[src/itxsort_pkg.sv]
`timescale 1ns / 1ps
`default_nettype none

package itxsort_pkg;

    localparam int MAX_KEYS = 64;
    localparam int KEY_W    = 32;
    localparam int IDX_W    = 6;
    localparam int ADDR_W   = 6;
    localparam int CNT_W    = 7;
    localparam int DEPTH    = 64;

    typedef struct packed {
        logic signed [KEY_W-1:0] key;
        logic [IDX_W-1:0]        idx;
    } entry_t;

    typedef struct packed {
        logic              we;
        logic [ADDR_W-1:0] waddr;
        entry_t            wdata;
        logic [ADDR_W-1:0] raddr;
    } mem_req_t;

    typedef struct packed {
        logic valid;
        logic last;
        logic ovf;
    } emit_t;

    function automatic logic key_less(input logic signed [KEY_W-1:0] a,
                                      input logic signed [KEY_W-1:0] b);
        key_less = (a < b);
    endfunction

endpackage

`default_nettype wire

[src/itxsort_store.sv]
`timescale 1ns / 1ps
`default_nettype none

module itxsort_store (
    input  wire logic                 clk,
    input  wire itxsort_pkg::mem_req_t req,
    output itxsort_pkg::entry_t       rdata
);

    itxsort_pkg::entry_t mem [itxsort_pkg::DEPTH];

    always_ff @(posedge clk)
    begin
        if (req.we)
        begin
            mem[req.waddr] <= req.wdata;
        end
        rdata <= mem[req.raddr];
    end

endmodule

`default_nettype wire

[src/itxsort_ctrl.sv]
`timescale 1ns / 1ps
`default_nettype none

module itxsort_ctrl (
    input  wire logic                                 clk,
    input  wire logic                                 rst_n,
    input  wire logic                                 start,
    input  wire logic signed [itxsort_pkg::KEY_W-1:0] key_value,
    input  wire logic                                 last_key,
    input  wire itxsort_pkg::entry_t                  rdata,
    output itxsort_pkg::mem_req_t                     req,
    output itxsort_pkg::emit_t                        emit,
    output logic                                      busy
);

    typedef enum logic [2:0] {
        S_IDLE,
        S_LOADI,
        S_WAITI,
        S_SCAN,
        S_WB,
        S_OUT,
        S_DONE
    } state_t;

    state_t                            state_reg;
    logic [itxsort_pkg::CNT_W-1:0]     count_reg;
    logic                              ovf_reg;
    logic [itxsort_pkg::ADDR_W-1:0]    i_reg;
    logic [itxsort_pkg::CNT_W-1:0]     j_reg;
    logic [itxsort_pkg::ADDR_W-1:0]    jd_reg;
    logic [itxsort_pkg::ADDR_W-1:0]    k_reg;
    itxsort_pkg::entry_t               ri_reg;

    logic swap;
    logic i_last;
    logic k_last;
    logic has_room;

    assign busy     = (state_reg != S_IDLE);
    assign has_room = (count_reg < itxsort_pkg::CNT_W'(itxsort_pkg::MAX_KEYS));
    // row i holds the running key in ri_reg; memory slot i is stale until write-back
    assign swap     = (jd_reg != i_reg) && itxsort_pkg::key_less(ri_reg.key, rdata.key);
    assign i_last   = ({1'b0, i_reg} + itxsort_pkg::CNT_W'(1)) == count_reg;
    assign k_last   = ({1'b0, k_reg} + itxsort_pkg::CNT_W'(1)) == count_reg;

    always_comb
    begin
        req       = '0;
        emit      = '0;
        emit.ovf  = ovf_reg;
        case (state_reg)
            S_IDLE:
            begin
                if (start && has_room)
                begin
                    req.we        = 1'b1;
                    req.waddr     = count_reg[itxsort_pkg::ADDR_W-1:0];
                    req.wdata.key = key_value;
                    req.wdata.idx = count_reg[itxsort_pkg::IDX_W-1:0];
                end
            end
            S_LOADI:
            begin
                req.raddr = i_reg;
            end
            S_WAITI:
            begin
                req.raddr = '0;
            end
            S_SCAN:
            begin
                if (swap)
                begin
                    req.we    = 1'b1;
                    req.waddr = jd_reg;
                    req.wdata = ri_reg;
                end
                req.raddr = j_reg[itxsort_pkg::ADDR_W-1:0];
            end
            S_WB:
            begin
                req.we    = 1'b1;
                req.waddr = i_reg;
                req.wdata = ri_reg;
                req.raddr = i_reg + itxsort_pkg::ADDR_W'(1);
            end
            S_OUT:
            begin
                req.raddr  = k_reg;
                emit.valid = 1'b1;
                emit.last  = k_last;
            end
            default:
            begin
                req = '0;
            end
        endcase
    end

    always_ff @(posedge clk or negedge rst_n)
    begin
        if (!rst_n)
        begin
            state_reg <= S_IDLE;
            count_reg <= '0;
            ovf_reg   <= 1'b0;
            i_reg     <= '0;
            j_reg     <= '0;
            jd_reg    <= '0;
            k_reg     <= '0;
            ri_reg    <= '0;
        end
        else
        begin
            case (state_reg)
                S_IDLE:
                begin
                    if (start)
                    begin
                        if (has_room)
                        begin
                            count_reg <= count_reg + itxsort_pkg::CNT_W'(1);
                        end
                        else
                        begin
                            ovf_reg <= 1'b1;
                        end
                        if (last_key)
                        begin
                            i_reg     <= '0;
                            state_reg <= S_LOADI;
                        end
                    end
                end
                S_LOADI:
                begin
                    state_reg <= S_WAITI;
                end
                S_WAITI:
                begin
                    ri_reg    <= rdata;
                    jd_reg    <= '0;
                    j_reg     <= itxsort_pkg::CNT_W'(1);
                    state_reg <= S_SCAN;
                end
                S_SCAN:
                begin
                    if (swap)
                    begin
                        ri_reg <= rdata;
                    end
                    if (j_reg < count_reg)
                    begin
                        jd_reg <= j_reg[itxsort_pkg::ADDR_W-1:0];
                        j_reg  <= j_reg + itxsort_pkg::CNT_W'(1);
                    end
                    else
                    begin
                        state_reg <= S_WB;
                    end
                end
                S_WB:
                begin
                    if (i_last)
                    begin
                        k_reg     <= '0;
                        state_reg <= S_OUT;
                    end
                    else
                    begin
                        i_reg     <= i_reg + itxsort_pkg::ADDR_W'(1);
                        state_reg <= S_WAITI;
                    end
                end
                S_OUT:
                begin
                    if (k_last)
                    begin
                        state_reg <= S_DONE;
                    end
                    else
                    begin
                        k_reg <= k_reg + itxsort_pkg::ADDR_W'(1);
                    end
                end
                S_DONE:
                begin
                    count_reg <= '0;
                    ovf_reg   <= 1'b0;
                    state_reg <= S_IDLE;
                end
                default:
                begin
                    state_reg <= S_IDLE;
                end
            endcase
        end
    end

endmodule

`default_nettype wire

[src/index_tracking_exchange_sort_core.sv]
`timescale 1ns / 1ps
`default_nettype none

// channel   direction  handshake              payload
// request   in         start & !busy          key_value, last_key
// result    out        result_valid (1 clk)   sorted_key, original_index,
//                                              overflow_seen, last_result
//
// A key without last_key is stored while the core stays idle. The closing request starts the
// sort: one row per stored key on the single compare unit and the one-read, one-write
// key store, then the sorted keys are read out in order.
// busy stays high from the closing request until the final result has gone out.
// Results come out back to back, one per cycle; the receiver cannot stall them.
// Reset (rst_n, async) empties the set and clears the overflow flag.

module index_tracking_exchange_sort_core (
    input  wire logic                                 clk,
    input  wire logic                                 rst_n,
    input  wire logic                                 start,
    output logic                                      busy,
    input  wire logic signed [itxsort_pkg::KEY_W-1:0] key_value,
    input  wire logic                                 last_key,
    output logic                                      result_valid,
    output logic signed [itxsort_pkg::KEY_W-1:0]      sorted_key,
    output logic [itxsort_pkg::IDX_W-1:0]             original_index,
    output logic                                      overflow_seen,
    output logic                                      last_result
);

    itxsort_pkg::mem_req_t req;
    itxsort_pkg::entry_t   rdata;
    itxsort_pkg::emit_t    emit;
    logic                  ctrl_busy;

    itxsort_store u_store (
        .clk   (clk),
        .req   (req),
        .rdata (rdata)
    );

    itxsort_ctrl u_ctrl (
        .clk       (clk),
        .rst_n     (rst_n),
        .start     (start),
        .key_value (key_value),
        .last_key  (last_key),
        .rdata     (rdata),
        .req       (req),
        .emit      (emit),
        .busy      (ctrl_busy)
    );

    // result strobe lines up with the registered store read
    always_ff @(posedge clk or negedge rst_n)
    begin
        if (!rst_n)
        begin
            result_valid  <= 1'b0;
            last_result   <= 1'b0;
            overflow_seen <= 1'b0;
        end
        else
        begin
            result_valid  <= emit.valid;
            last_result   <= emit.last;
            overflow_seen <= emit.ovf;
        end
    end

    assign busy           = ctrl_busy;
    assign sorted_key     = rdata.key;
    assign original_index = rdata.idx;

    a_close_goes_busy: assert property (@(posedge clk) disable iff (!rst_n)
        (start && !busy && last_key) |=> busy)
        else $error("closing request did not start the sort");

    a_result_while_busy: assert property (@(posedge clk) disable iff (!rst_n)
        result_valid |-> busy)
        else $error("result strobe outside a busy period");

    a_burst_contiguous: assert property (@(posedge clk) disable iff (!rst_n)
        (result_valid && !last_result) |=> result_valid)
        else $error("gap inside result burst");

    a_burst_ends: assert property (@(posedge clk) disable iff (!rst_n)
        (result_valid && last_result) |=> (!result_valid && !busy))
        else $error("result after last of set");

endmodule

`default_nettype wire

[config.mk]
export PLATFORM = sky130hd
export DESIGN_NAME = index_tracking_exchange_sort_core
export DESIGN_NICKNAME = d
export VERILOG_FILES = /design/src/itxsort_pkg.sv /design/src/itxsort_store.sv /design/src/itxsort_ctrl.sv /design/src/index_tracking_exchange_sort_core.sv
export SDC_FILE = /design/constraint.sdc
export NUM_CORES = 2
export LEC_CHECK = 0
export ABC_AREA = 1
export BUFFER_PORTS_ARGS = -buffer_cell sky130_fd_sc_hd__buf_2
export CAP_MARGIN = 25
export CORE_MARGIN = 1
export CORE_UTILIZATION = 23
export DETAILED_ROUTE_END_ITERATION = 16
export GPL_TIMING_DRIVEN = 0
export PLACE_DENSITY_LB_ADDON = 0.12
export SLEW_MARGIN = 20
export SYNTH_ARGS = -nofsm -noshare
export SYNTH_HDL_FRONTEND = slang
export SYNTH_SLANG_ARGS = --single-unit
[constraint.sdc]
create_clock -name clk -period 6.29 [get_ports clk]
set_input_delay 0.9435 -clock clk [delete_from_list [all_inputs] [get_ports clk]]
set_output_delay 0.9435 -clock clk [all_outputs]
set_load 0.01 [all_outputs]
==> After elaboration in Yosys (flattened, before gate mapping) <==
Memory sizes are Yosys's and may differ from the RTL's. A register that Yosys moved wholly into a read port is not among the register bits.
Index checks and enable logic that the tools add are counted.
{ "word_totals": {"inputBits": 36, "latchBits": 0, "ff_bits": 77, "ram_bits": 2432, "memories": 1, "output_inout_bits": 42, "word_cells": 89, "mem_bits_ro": 0} }
{ "classes": {"n_lt_le_gt_ge": 3, "div": 0, "n_eq_ne": 20, "reduce_logical": 15, "n_shift": 0, "n_bitwise": 0, "n_addsub": 6, "n_mux": 32, "multipliers": 0} }
{ "memory_table": {"columns": ["name", "words", "width", "read_ports", "rd_ports_with_merged_regs", "wr", "line", "source"], "rows": [
  ["u_store.mem", 64, 38, 1, 1, 1, "itxsort_store.sv:10", "itxsort_pkg::entry_t mem [itxsort_pkg::DEPTH];"]
]} }
{ "op_table": {"columns": ["cell", "n"], "rows": [
  ["$pmux W45 S3", 1],
  ["$mux W45", 2],
  ["$pmux W38 S2", 1],
  ["$mux W38", 1],
  ["$mux W6", 6],
  ["$pmux W6 S2", 3],
  ["$lt A32 B32 Y1", 1],
  ["$pmux W7 S2", 2],
  ["$pmux W6 S4", 1],
  ["$mux W7", 3],
  ["$pmux W3 S6", 1],
  ["$mux W3", 5],
  ["$add A6 B1 Y7 const B", 2],
  ["$add A7 B1 Y7 const B", 2],
  ["$eq A7 B7 Y1", 2],
  ["$add A6 B1 Y6 const B", 2],
  ["$ne A2 B2 Y1 const B", 6],
  ["$ne A2 B1 Y1 const B", 5],
  ["$eq A3 B3 Y1 const B", 3],
  ["$reduce_and A3 Y1", 3],
  ["$reduce_and A4 Y1", 2],
  ["$reduce_bool A2 Y1", 4],
  ["$lt A7 B7 Y1", 1],
  ["$lt A7 B7 Y1 const B", 1],
  ["other kinds (10)", 16]
]} }

==> Logic depth before layout (Yosys ltp) <==
{ "depth": {"depth_word": 6, "ltp_mapped": 19, "depth_no_buf": 19} }

==> By module <==
A second synthesis with hierarchy kept.
{ "unflattened": {"hier_cells": 8808, "area_unflattened_um2": 103246.5} }
{ "modules_own_cells": {"columns": ["module", "area_per_inst_um2", "seq_area_each_um2", "instances", "cells_each"], "rows": [
  ["itxsort_store", 97886.4, 73790.8, 1, 8027],
  ["itxsort_ctrl", 5285.1, 1851.8, 1, 778],
  ["index_tracking_exchange_sort_core", 75.1, 75.1, 1, 3]
]} }

==> Worst setup path before layout <==
OpenSTA, ideal clock, no wires.
{ "synth_path": {"kind": "input-to-reg", "startpoint": "in start", "endpoint": "mem u_store.mem[0][1] (netlist bit), data pin", "slack_ns": 1.925, "required_ns": 5.588, "t_arrival_ns": 3.663, "cell_stages": 2, "n_path_buf": 0, "setup_ns": 0.702, "cell_sequence": "nand3_1 -> o21ai_0"} }
{ "synth_lines": {"columns": ["element", "line", "source"], "rows": [
  ["from (decl)", "index_tracking_exchange_sort_core.sv:19", "input wire logic start,"],
  ["to (decl)", "itxsort_store.sv:10", null]
]} }

==> Worst setup path after layout <==
{ "layout_path": {"startpoint": "reg u_ctrl.i_reg[0] (netlist bit)", "endpoint": "reg u_store.rdata[16] (netlist name)"} }
{ "layout_between": {"elab_chain_len": 2} }
{ "layout_rtl": {"columns": ["element", "line", "source"], "rows": [
  ["from (decl)", "itxsort_ctrl.sv:29", "logic [itxsort_pkg::ADDR_W-1:0] i_reg;"],
  ["from (signal assigned)", "itxsort_ctrl.sv:172", "i_reg <= i_reg + itxsort_pkg::ADDR_W'(1);"],
  ["$add A6 B1 Y6", "itxsort_ctrl.sv:86", "req.raddr = i_reg + itxsort_pkg::ADDR_W'(1);"],
  ["$pmux W6 S4 (*)", "itxsort_ctrl.sv:52", "case (state_reg)"]
]} }
Every way passes the cells marked *; elsewhere a longest branch is shown, timed or not.
A chain may end at the register's enable or synchronous reset.

==> out/results.ini <==
[logic_synthesis]
synth.top_cell.area_share_pct=69.0
syn_inst=8768
yosysTopAreaCell=edfxtp_1
yosysUniqueCellTypes=48
avgSynthCellArea_sq_um=12.1
synth_top_flop_cell=edfxtp_1
yosysSeqAreaShare_pct=71.5
synth-edff-count=2432
synth_nets=8845
synth-seq-cells=2547
yosys_warnings=0
syn_area_sq_um=106000
synth_area_leaders=edfxtp_1 (69%), nand2_1 (7.5%), o211ai_1 (6.7%), inv_1 (3.2%), o21ai_0 (2.9%)
ys_async_sr_fraction_pct=3.02

[global_route]
grt_start_max_net_pins=61
grt_pass1_wl_mm=653
grt_pass1_vias=71288
grt_use_total_pct=20.8
grt_overflow=0
antenna_found_initial=71

[power]
p_seq_share_pct=36.4
irDropWorstVdd_v=0.000232
pwr-share-comb_pct=34.8
total_power_mw=58.8
p_sw_share_pct=39.7
p_clk_share_pct=28.9
cellPowerDensity_nw_per_um2=452
leakage_nw=46.2
power.internal_mw=35.5
power.switching_mw=23.3

[worst_hold_path]
worstHoldPathCells=2
holdCritStartpoint=start
min_to=u_ctrl.ovf_reg
hp-class=in -> reg

[worst_setup_path]
r2r_cells=14
reg2reg_to=u_store.rdata[16]
critPathLaunchType=register
cp_data_arrival_time_ns=6.58
crit_path_max_incr_delay_ns=0.73
r2r-start=u_ctrl.i_reg[0]
endpoint_kind=register
crit_chain=ha_1, inv_1, nor2_1, inv_1, nand3b_1, inv_2, buf_2, buf_2, clkbuf_1, o211ai_1, nand3_1, nand3_1, nand3_1, nand2_1
critPathMaxFanout=10
crit_path_top_delay_cell=buf_2
criticalPathCategory=reg -> reg
crit_path_frequent_cell=nand3_1
critPathBufInv=6
required_ns=7.06
cp_top_family=buffers and inverters
r2r_slack_ns=0.48

[clocking]
cts_tree=done
htreeDepth=5
clk_latency_ns=0.93
post_cts_buffers=0
numCtsBuffers=304
numClockSinks=2547
cts_buffer_depth=4
cts_root_buffer=clkbuf_16
post_cts_resized=0
clkTransAtPathRegs_ns=0.06

[die]
die_w_um=680
num_io_pins=78
dieHeight_um=680
core_sq_um=457000
rows=248
die_area_sq_um=463000
initial_utilization_pct=23.1

[final_layout]
fin_area_sq_um=130000
fillerInstances=47091
drive_gt1_share_pct=12.5
final_cell_mix=edfxtp_1 (2432), nand2_1 (2074), o211ai_1 (951)
instances_no_fill=15801
final_util_pct=28.4
area_delta_synth_final_pct=22.8
largest_reg_flops=2432
final_common_cell=edfxtp_1
fin_nets=9485

[detailed_routing]
viasPerCell=4.73
wl_met3_mm=37.2
vias=74690
dr.pass1.iters=6
drtIter0Drc=8808
wl_met2_mm=219
drc=0
drt-total-wl_mm=494
wl_per_cell_um=31.3
wl_met1_mm=216
detail-route-antenna-nets=0
top_layer=met5

[sta]
fin_ws_ns=0.481
slew_headroom_pct=29.1
finalHoldViolations=0
min_period_over_period_pct=92.3
worst_slew_pin_slew_ns=1.06
tns_ns=0
finalClockSkew_ns=0.0511
fmax_ghz=0.172
setup_viol=0
rsz0062_at_grt=false
hold-worst-slack_ns=0.322
finalCriticalPeriod_ns=5.81
slew_violations=0

[place]
place_ws_ns=0.598
place_congestion=0.915
dp_cells=15226
hpwl_mm=363
port_buffers=77
place_area_sq_um=121000

[run]
maxCapViolations=0

[status]
outcome=completed

[worst max-delay path by stage]
| stage | from | slack, ns | depth (start not counted) | end |
|---|---|---|---|---|
| floorplan | start | 1.92 | 2 | u_store.mem[0][1] |
| global placement | start | -7.96 | 3 | u_store.mem[59][4] |
| detailed placement | u_ctrl.i_reg[0] | 0.60 | 14 | u_store.rdata[7] |
| CTS | u_ctrl.i_reg[0] | 0.55 | 14 | u_store.rdata[7] |
| global route | u_ctrl.i_reg[0] | 0.49 | 14 | u_store.rdata[7] |
| finish | u_ctrl.i_reg[0] | 0.48 | 14 | u_store.rdata[16] |
[cell usage after synthesis, drive strengths merged, types with 2 or more instances]
cell type	count
edfxtp	2432
nand2	2112
o211ai	951
inv	910
o21ai	716
nand3	558
clkbuf	296
buf	254
nor2	163
or2	114
dfrtp	77
ha	41
dfxtp	38
a21oi	36
nand4	16
nor3	11
o22ai	10
xor2	8
a22oi	5
nand3b	4
o21a	3
a211oi	2
a31oi	2
o31ai	2
xnor2	2
[kinds of logic (layout without fill, tap and decap cells)]
family                     after synthesis  after routing  synth area share (%)
and+or+nand+nor                       2980           2980                  11.6
DFF                                   2547           2547                  71.5
AOI/OAI and AO/OA                     1729           1729                  10.5
buffers and inverters                 1461           2337                  5.83
adders and majority gates               41             41                 0.485
xor gates and xnor gates                10             10                0.0827
other                                    0             32                     0
[per-layer routing]
layer  up-vias  GRT usage [%]
met4         4           8.09
met3       668           3.98
met5         -              0
met2      3059           32.4
met1     38462           28.4
li1      32497              -
[worst reg2reg max path, delay by kind of cell (launching register included)]
family / cells / cell delay (ns)
fa+ha+maj: 1 / 0.35
simple gates: 6 / 2.04
buf+inv: 6 / 2.59
compound gates: 1 / 0.19
flops: 1 / 0.48
[area by class of cell]
cell class              instances  area [sq um]  share of cell area (%)
well taps                    6125          7660                    5.89
flip-flops and latches       2547         75700                    58.2
clock buffers                 382          8130                    6.26
plain buffers                 550          2780                    2.14
repair buffers                334          6300                    4.84
multi-input cells            4760         24800                    19.1
inverters                     911          3430                    2.64
clock inverters               160          1150                   0.884
diodes                         32          80.1                  0.0616
[power by group through the flow]
| stage | clock network, mW | logic [mW] | registers [mW] |
|---|---|---|---|
| 3_3_place_gp | 0 | 19.3 | 22.4 |
| 2_1_floorplan | 0 | 9.74 | 21.6 |
| 5_1_grt | 17.9 | 21.7 | 21.4 |
| 6_report | 17.0 | 20.4 | 21.4 |
| 4_1_cts | 17.3 | 20.5 | 21.4 |
| 3_5_place_dp | 0 | 20.5 | 21.7 |
[what timing repair did]
action,CTS,global route
setup endpoints to repair,0,0
hold endpoints to repair,17,0
hold buffers,1,0
Power figures use the tool's default switching activity.
